**src/rtl/hrfp_pkg.sv**
```systemverilog
`timescale 1ns / 1ps

package hrfp_pkg;

	// Width of the decimal and hex length accumulators (saturating).
	localparam int LENGTH_BITS      = 32;
	localparam int LEN_NAME_BYTES   = 16;
	localparam int CHUNK_NAME_BYTES = 25;
	localparam int SHORT_LINE       = 3;
	localparam int POS_BITS         = 5;
	localparam logic [POS_BITS-1:0] POS_MAX = '1;

	// Header names in lower case; first character in the top byte.
	localparam logic [8*LEN_NAME_BYTES-1:0]   LEN_NAME   = "content-length: ";
	localparam logic [8*CHUNK_NAME_BYTES-1:0] CHUNK_NAME = "transfer-encoding: chunke";

	localparam logic [7:0] CH_LF      = 8'h0A;
	localparam logic [7:0] CH_ZERO    = 8'h30;
	localparam logic [7:0] CH_NINE    = 8'h39;
	localparam logic [7:0] CH_UPPER_A = 8'h41;
	localparam logic [7:0] CH_UPPER_Z = 8'h5A;
	localparam logic [7:0] CH_LOWER_A = 8'h61;
	localparam logic [7:0] CH_LOWER_F = 8'h66;
	localparam logic [7:0] CH_PRINT_LO = 8'h21;
	localparam logic [7:0] CH_PRINT_HI = 8'h7F;

	typedef enum logic [2:0] {
		PH_REQ   = 3'd0,
		PH_HDR   = 3'd1,
		PH_BODY  = 3'd2,
		PH_CSIZE = 3'd3,
		PH_CDATA = 3'd4,
		PH_CEND  = 3'd5
	} phase_t;

	typedef enum logic [1:0] {
		FR_NONE  = 2'd0,
		FR_LEN   = 2'd1,
		FR_CHUNK = 2'd2
	} framing_t;

	function automatic logic [7:0] to_lower(input logic [7:0] c);
		logic [7:0] r;
		r = c;
		if (c >= CH_UPPER_A && c <= CH_UPPER_Z) begin
			r = c + 8'd32;
		end
		return r;
	endfunction

	function automatic logic [7:0] len_name_char(input logic [POS_BITS-1:0] pos);
		logic [7:0] c;
		c = 8'h00;
		for (int i = 0; i < LEN_NAME_BYTES; i++) begin
			if (pos == POS_BITS'(i)) begin
				c = LEN_NAME[8*(LEN_NAME_BYTES-1-i) +: 8];
			end
		end
		return c;
	endfunction

	function automatic logic [7:0] chunk_name_char(input logic [POS_BITS-1:0] pos);
		logic [7:0] c;
		c = 8'h00;
		for (int i = 0; i < CHUNK_NAME_BYTES; i++) begin
			if (pos == POS_BITS'(i)) begin
				c = CHUNK_NAME[8*(CHUNK_NAME_BYTES-1-i) +: 8];
			end
		end
		return c;
	endfunction

endpackage

```
**src/rtl/http_request_framing_parser_top.sv**
```systemverilog
`timescale 1ns / 1ps

// Channel  | Dir | Signals                       | Content
// ---------+-----+-------------------------------+-------------------------------------------
// s_axis   | in  | tvalid tready tdata[7:0]      | tdata: data_byte
// m_axis   | out | tvalid tready tdata[7:0]      | tdata: out_byte
//          |     | tlast tuser[3:0]              | tlast: message_end
//          |     |                               | tuser: insert_point [0], phase [3:1]
//
// One byte per clock sustained while m_axis_tready stays high. A byte is registered
// on acceptance, parsed from the input register and lands in the output register.
// The throughput limit is the per-byte update of the parser state (the
// saturating x10 / x16 accumulators and the remaining-count decrement).
// arst_n clears the parser state and both valid flags; no clearing pass.
// A stalled output holds its transaction while one more byte waits in the input
// register; s_axis_tready drops only when both are full and m_axis_tready is low.

module http_request_framing_parser_top
	import hrfp_pkg::*;
(
	input  logic       clk,
	input  logic       arst_n,
	input  logic       s_axis_tvalid,
	output logic       s_axis_tready,
	input  logic [7:0] s_axis_tdata,   // [7:0] data_byte
	output logic       m_axis_tvalid,
	input  logic       m_axis_tready,
	output logic [7:0] m_axis_tdata,   // [7:0] out_byte
	output logic       m_axis_tlast,   // message_end
	output logic [3:0] m_axis_tuser    // [0] insert_point, [3:1] phase
);

	// input register
	logic [7:0] byte_s1;
	logic       valid_s1;

	// output register
	logic [7:0] byte_s2;
	logic       ins_s2;
	logic       fin_s2;
	phase_t     phase_s2;
	logic       valid_s2;

	// parser state
	phase_t                  phase_q;
	logic [POS_BITS-1:0]     pos_q;
	logic                    len_match_q;
	logic                    chk_match_q;
	logic [LENGTH_BITS-1:0]  dec_q;
	logic                    dv_q;
	logic                    run_q;
	framing_t                kind_q;
	logic [LENGTH_BITS-1:0]  rc_q;
	logic                    last_q;

	phase_t                  n_phase;
	logic [POS_BITS-1:0]     n_pos;
	logic                    n_len_match;
	logic                    n_chk_match;
	logic [LENGTH_BITS-1:0]  n_dec;
	logic                    n_dv;
	logic                    n_run;
	framing_t                n_kind;
	logic [LENGTH_BITS-1:0]  n_rc;
	logic                    n_last;
	logic                    ins;
	logic                    fin;
	logic                    clr;

	logic                    advance;

	logic [7:0]              lb;
	logic                    is_lf;
	logic                    is_digit;
	logic                    is_hex;
	logic [3:0]              hex_digit;
	logic [LENGTH_BITS+3:0]  dec_wide;
	logic [LENGTH_BITS-1:0]  dec_acc;
	logic [LENGTH_BITS-1:0]  hex_acc;
	logic [LENGTH_BITS-1:0]  rc_dec;

	// pipeline moves whenever the output slot is free or being emptied
	assign advance       = valid_s1 && (!valid_s2 || m_axis_tready);
	assign s_axis_tready = !valid_s1 || advance;

	// byte classification
	assign lb       = to_lower(byte_s1);
	assign is_lf    = (byte_s1 == CH_LF);
	assign is_digit = (byte_s1 >= CH_ZERO) && (byte_s1 <= CH_NINE);
	assign is_hex   = is_digit || ((lb >= CH_LOWER_A) && (lb <= CH_LOWER_F));
	// 'a'..'f' low nibble is 1..6, so +9 gives 10..15
	assign hex_digit = is_digit ? byte_s1[3:0] : (lb[3:0] + 4'd9);

	// v*10 + d by shifts; any carry into the top nibble means overflow
	assign dec_wide = {1'b0, dec_q, 3'b000} + {3'b000, dec_q, 1'b0}
		+ {{LENGTH_BITS{1'b0}}, byte_s1[3:0]};
	assign dec_acc  = (dec_wide[LENGTH_BITS+3:LENGTH_BITS] != 4'd0) ? '1
		: dec_wide[LENGTH_BITS-1:0];
	assign hex_acc  = (rc_q[LENGTH_BITS-1:LENGTH_BITS-4] != 4'd0) ? '1
		: {rc_q[LENGTH_BITS-5:0], hex_digit};
	assign rc_dec   = (rc_q != '0) ? (rc_q - LENGTH_BITS'(1)) : rc_q;

	always_comb begin
		n_phase     = phase_q;
		n_pos       = pos_q;
		n_len_match = len_match_q;
		n_chk_match = chk_match_q;
		n_dec       = dec_q;
		n_dv        = dv_q;
		n_run       = run_q;
		n_kind      = kind_q;
		n_rc        = rc_q;
		n_last      = last_q;
		ins         = 1'b0;
		fin         = 1'b0;
		clr         = 1'b0;

		unique case (phase_q)
			PH_HDR: begin
				if (!is_lf) begin
					if (pos_q < POS_BITS'(LEN_NAME_BYTES) && lb != len_name_char(pos_q)) begin
						n_len_match = 1'b0;
					end
					if (pos_q < POS_BITS'(CHUNK_NAME_BYTES) && lb != chunk_name_char(pos_q)) begin
						n_chk_match = 1'b0;
					end
					// value digits start right after the name
					if (pos_q == POS_BITS'(LEN_NAME_BYTES) && is_digit) begin
						n_dv  = 1'b1;
						n_run = 1'b1;
					end else if (run_q && !is_digit) begin
						n_run = 1'b0;
					end
					if (n_run) begin
						n_dec = dec_acc;
					end
					if (pos_q != POS_MAX) begin
						n_pos = pos_q + POS_BITS'(1);
					end
				end else if (pos_q < POS_BITS'(SHORT_LINE)) begin
					// blank line: headers are over
					if (kind_q == FR_LEN && rc_q != '0) begin
						n_phase = PH_BODY;
					end else if (kind_q == FR_CHUNK) begin
						n_phase = PH_CSIZE;
						n_rc    = '0;
					end else begin
						n_phase = PH_REQ;
						fin     = 1'b1;
					end
					clr = 1'b1;
				end else begin
					if (len_match_q && dv_q) begin
						n_kind = FR_LEN;
						n_rc   = dec_q;
					end
					if (chk_match_q && pos_q >= POS_BITS'(CHUNK_NAME_BYTES)) begin
						n_kind = FR_CHUNK;
					end
					clr = 1'b1;
				end
			end
			PH_BODY, PH_CDATA: begin
				n_rc = rc_dec;
				if (rc_dec == '0) begin
					if (phase_q == PH_BODY) begin
						n_phase = PH_REQ;
						fin     = 1'b1;
					end else begin
						n_phase = PH_CEND;
					end
				end
			end
			PH_CSIZE: begin
				if (byte_s1 >= CH_PRINT_LO && byte_s1 <= CH_PRINT_HI) begin
					if (is_hex) begin
						n_rc = hex_acc;
					end
				end else if (is_lf) begin
					n_last  = (rc_q == '0);
					n_phase = (rc_q == '0) ? PH_CEND : PH_CDATA;
				end
			end
			PH_CEND: begin
				if (is_lf) begin
					if (last_q) begin
						n_phase = PH_REQ;
						fin     = 1'b1;
					end else begin
						n_phase = PH_CSIZE;
					end
					n_rc   = '0;
					n_last = 1'b0;
				end
			end
			default: begin
				// request line, and the unused codes
				n_phase = PH_REQ;
				if (is_lf) begin
					n_phase = PH_HDR;
					ins     = 1'b1;
					n_kind  = FR_NONE;
					n_rc    = '0;
					clr     = 1'b1;
				end
			end
		endcase

		if (clr) begin
			n_pos       = '0;
			n_len_match = 1'b1;
			n_chk_match = 1'b1;
			n_dec       = '0;
			n_dv        = 1'b0;
			n_run       = 1'b0;
		end
	end

	// input register
	always_ff @(posedge clk or negedge arst_n) begin
		if (!arst_n) begin
			valid_s1 <= 1'b0;
		end else if (s_axis_tready) begin
			valid_s1 <= s_axis_tvalid;
		end
	end

	always_ff @(posedge clk) begin
		if (s_axis_tvalid && s_axis_tready) begin
			byte_s1 <= s_axis_tdata;
		end
	end

	// parser state, updated once per byte
	always_ff @(posedge clk or negedge arst_n) begin
		if (!arst_n) begin
			phase_q     <= PH_REQ;
			pos_q       <= '0;
			len_match_q <= 1'b1;
			chk_match_q <= 1'b1;
			dec_q       <= '0;
			dv_q        <= 1'b0;
			run_q       <= 1'b0;
			kind_q      <= FR_NONE;
			rc_q        <= '0;
			last_q      <= 1'b0;
		end else if (advance) begin
			phase_q     <= n_phase;
			pos_q       <= n_pos;
			len_match_q <= n_len_match;
			chk_match_q <= n_chk_match;
			dec_q       <= n_dec;
			dv_q        <= n_dv;
			run_q       <= n_run;
			kind_q      <= n_kind;
			rc_q        <= n_rc;
			last_q      <= n_last;
		end
	end

	// output register
	always_ff @(posedge clk or negedge arst_n) begin
		if (!arst_n) begin
			valid_s2 <= 1'b0;
		end else if (advance) begin
			valid_s2 <= 1'b1;
		end else if (m_axis_tready) begin
			valid_s2 <= 1'b0;
		end
	end

	always_ff @(posedge clk) begin
		if (advance) begin
			byte_s2  <= byte_s1;
			ins_s2   <= ins;
			fin_s2   <= fin;
			phase_s2 <= n_phase;
		end
	end

	assign m_axis_tvalid = valid_s2;
	assign m_axis_tdata  = byte_s2;
	assign m_axis_tlast  = fin_s2;
	assign m_axis_tuser  = {phase_s2, ins_s2};

endmodule

```
**config.mk**
```make
export PLATFORM = sky130hd
export DESIGN_NAME = http_request_framing_parser_top
export DESIGN_NICKNAME = d
export VERILOG_FILES = /design/src/rtl/hrfp_pkg.sv /design/src/rtl/http_request_framing_parser_top.sv
export SDC_FILE = /design/constraint.sdc
export NUM_CORES = 1
export LEC_CHECK = 0
export BUFFER_PORTS_ARGS = -buffer_cell sky130_fd_sc_hd__buf_4
export CORE_MARGIN = 5
export CORE_UTILIZATION = 60
export CTS_CLUSTER_DIAMETER = 60
export DETAILED_ROUTE_END_ITERATION = 8
export GPL_TIMING_DRIVEN = 0
export PLACE_DENSITY = 0.77
export SYNTH_ARGS = -nofsm -noshare
export SYNTH_HDL_FRONTEND = slang
export SYNTH_SLANG_ARGS = --single-unit
```
**constraint.sdc**
```tcl
create_clock -name clk -period 5.9 [get_ports clk]
set_input_delay 1.18 -clock clk [delete_from_list [all_inputs] [get_ports clk]]
set_output_delay 1.18 -clock clk [all_outputs]
set_load 0.02 [all_outputs]
```
# After elaboration in Yosys (flattened, before gate mapping)
# Cells that the tools add are included.
# totals
regBits,102
input_bits,12
output_inout_bits,15
word_cells,251
# classes
addsub,6
order_cmp,12
eq_ne,47
n_mux,122
bitwise,1
n_reduce_logical,46
# ops
op,n
$mux 32,15
$mux 8,44
$pmux 32 s3,1
$logic_not 32->1,2
$eq 5x5->1 const B,9
$eq 5x4->1 const B,8
$add 35x33->36,1
$add 36x4->36,1
$mux 1,36
$reduce_bool 32->1,1
$sub 32x1->32 const B,1
$le 8x7->1 const B,3
$mux 3,7
$eq 5x3->1 const B,4
$mux 5,4
$reduce_and 4->1,5
$ge 8x6->1 const B,2
$ge 8x7->1 const B,2
$mux 2,8
$ne 2x2->1 const B,8
$ne 8x8->1,2
$reduce_bool 2->1,8
$mux 7,2
$logic_and 1x1->1,13
34 further kinds,47

# Logic depth before layout (Yosys ltp)
# depth
ltp_word,34
mapped_depth,14
depth_no_buf,12

# Worst setup path before layout
# Ideal clock, no wire load.
# synth_timing
path_kind,reg-to-reg
start,register byte_s1[3]
end,register dec_q[26]
setup_ns,0.126
arrival_ns,3.647
required_time_ns,5.774
setup_slack_ns,2.127
path_stages_with_launch,12
n_path_buf,0
period_less_slack_ns,3.773
path_cell_list,edfxtp_1 fa_1 fa_1 a21o_1 a221o_1 a211oi_1 a21oi_1 or2_2 and2_1 o41ai_1 xnor2_1 a221o_1
# synth_via
elab_chain_len,10
word_cells_on_any_way,24
cone_classes,add/sub (1); order compare (2); eq/ne (2); mux (11); reduce/logical (8)
# synth_lines
item,line,source
start: declaration,http_request_framing_parser_top.sv:34,logic [7:0] byte_s1;
start signal: assignment,http_request_framing_parser_top.sv:230,byte_s1 <= s_axis_tdata;
branches (longest 10 deep; another with $add 36x4->36),--,
end signal: assignment,http_request_framing_parser_top.sv:252,dec_q <= n_dec;
end: declaration,http_request_framing_parser_top.sv:49,logic [LENGTH_BITS-1:0] dec_q;
# Parallel ways; which one is timed is not known. The select of a mux whose other input is x is not followed.
# A chain may end at the register's enable or synchronous reset.

# Final worst setup path
# layout_timing
start,register byte_s1[3]
end,register dec_q[30]
# The elaborated chain is that of the path after synthesis.

==> key figures <==
Timing
  – Setup violations, final: 0
  – Worst-Margin Slew: 1085 ps
  – Final Cycle Share: 79.93%
  – Max-slew headroom: 27.64%
  – RSZ-0062 raised after global routing: false
  – Hold Fails Final Rpt: 0
  – Period minus WS final: 4716 ps
  – Setup TNS: 0 ps
  – Slew Viols, Final: 0
  – F_max: between 0.2 and 0.25 GHz
  – Final worst slack: 1184 ps
  – Clock Skews: 10.59 ps

Die
  – I/O pin cnt: 27
  – Initial Util: a little over 60%
  – Die Wd: 132.6 um
  – Core Rows: 44
  – Die area: 17580 um^2
  – Core area: 14640 um^2
  – Die height: 132.6 um

Routing
  – DRT antenna net count: 0
  – DRC viols: 0
  – Drt initial violations: between 1000 and 1500
  – Wire length per cell: just over 20 um
  – Routed WL: 27830 um
  – Vias: around 9000
  – Drt first pass iters: 6
  – Avg Vias per Cell: 6.854

Cells and area
  – Area grow syn2layout: 8.185%
  – Share of layout cells above drive strength 1: 5.817%
  – Nets: 1254
  – Ant. Diodes: 0

Placed design
  – Dpl hpwl: 20860 um
  – IO buf count: 26
  – RePlAce Congestion: between 0.9 and 1
  – Post-Place Setup Slack: 1163 ps

Yosys
  – Share of the synthesized area in the top cell type: 21.92%
  – Ys flop type: dfrtp_1
  – Netlist Area Pre-Place: 9019 um^2
  – #FFs+latches synth: 102
  – Share of synthesized registers carrying an async set or reset: about four fifths
  – Number of synthesized flops with an enable pin: 21
  – Synthesized netlist cell count: 1126
  – Synthesis Warnings: 0
  – Syn_area_per_cell: 8.009 um^2
  – Synth top area cells: dfrtp_1, ha_1, edfxtp_1
  – Most instantiated library cell after synthesis: nor2_1
  – Cell variety after synth: 82
  – Net Count, Synth: approximately 1200
  – Leading area contributor after synthesis: dfrtp_1
  – Synth top cells by count: nor2_1, o21ai_0, nand2_1
  – Register area share after synthesis: 29.50%

Clock network
  – Setup repair bufs after CTS: 0
  – TritonCTS clock tree: yes
  – Clock root buffer: clkbuf_16
  – CTS buffer count: 9
  – Resize count post-CTS: 0
  – Clock sink total: 102
  – Hold Buf Count CTS: 0
  – Clock Path Buffers: 2
  – Skew-Pair Late Insertion Delay: 360 ps
  – H-tree depth reported by CTS: 3
  – CTS clk-pin slew, worst paths: around 80 ps

Flow run
  – Max-capacitance violation count: 0

Setup path
  – Worst Path Required: just over 6000 ps
  – Element type at the critical path start: flop
  – Crit path max fanout: 10
  – Crit path kind: flop to flop
  – Worst path arrival time: around 5000 ps
  – CP Capture Type: flop

Worst hold path
  – Hold WC Path Type: flop to flop

GRT
  – All-Layer GR Usage: 30.99%
  – Pin count of the biggest net entering global routing: 82
  – First-pass GRT wire length: ~45000 um
  – Initial antenna violation count: 0
  – Overflow after GRT: 0
  – Vias in the first global route: 8550

Power
  – Leakage Power: 4.297 nW
  – Maximum VDD drop: 190.9 uV
  – Power Density: 259.3 nW/um^2

Status
  – Status: finished, final reports clean
cell type report:
type                       count  area [um^2]
clock inverter                 7        73.82
clock buffer                   9        225.2
buffer                        73        289.0
tap                          184        230.2
sequential                   102         2660
fill                        1284         4887
inverter                      30        112.6
timing repair buffer          27        202.7
multi-input combinational    921         5963
state kept, by name, indices dropped and copies added (netlist names), 2 cells and up:
register      cells
phase_s2          3
dec_q            32
kind_q            2
phase_q           3
rc_q             32
byte_s1           8
pos_q             5
m_axis_tdata      8
power by group:
| group | switching, mW | internal (mW) | total [mW] |
|---|---|---|---|
| Combinational | 0.660 | 0.353 | 1.01 |
| Clock | 0.303 | 0.301 | 0.604 |
| Sequential | 0.105 | 0.807 | 0.912 |
critical path: stages, from the launching register on:
cell      delay [ps]
edfxtp_1         500
fa_1             570
fa_1             490
a21o_1           190
a221o_1          350
a211oi_1         650
a21oi_1          200
or2_2            320
a21oi_1          130
a211oi_1          80
a21boi_1         430
clkbuf_1         520
a221o_1          210
stage by stage:
stage               power (mW)  instances  util, %  hold slack, ps  cell area [um^2]
floorplan                1.617       1126        -           424.4              9019
global placement         1.870       1336    64.49           450.4              9444
detailed placement       1.893       1337    64.58           444.7              9458
CTS                      2.495       1353    66.63           462.2              9757
global route             2.671       1353    66.63           483.2              9757
finish                   2.530       1353    66.63           466.6              9757
final timing paths:
kind	slack [ps]	to	startpoint	depth (start not counted)
setup / recovery	1180	dec_q[30]	byte_s1[3]	12
hold / removal	470	m_axis_tdata[4]	byte_s1[4]	0
setup reg to reg	1180	dec_q[30]	byte_s1[3]	12
hold reg to reg	470	m_axis_tdata[4]	byte_s1[4]	0
max in group asynchronous	4180	rc_q[31]	arst_n	1
min in group asynchronous	980	pos_q[1]	arst_n	1
cell usage in the layout, fill, tap and decap left out, drive strengths merged, types with 29 or more instances in the layout:
cell and n:
a21oi 87, a221o 29, buf 34, clkbuf 75, dfrtp 79, ha 76, inv 33, nand2 108
nor2 124, nor3 47, o21ai 112, xnor2 31
per-layer routing:
metal  GRT usage (%)  share of wire, %
met4           11.14               3.1
met1           43.71                44
met3           5.467               8.2
met5               0                 0
met2           47.96                45
kinds of logic after synthesis:
logic type,share of synthesized area (%)
and+or+nand+nor,22.16
AOI/OAI and AO/OA,28.08
buffers and inverters,4.453
DFF,29.49
adders and majority gates,10.99
xor gates and xnor gates,4.467
muxes,0.3607
Power figures use the tool's default switching activity.
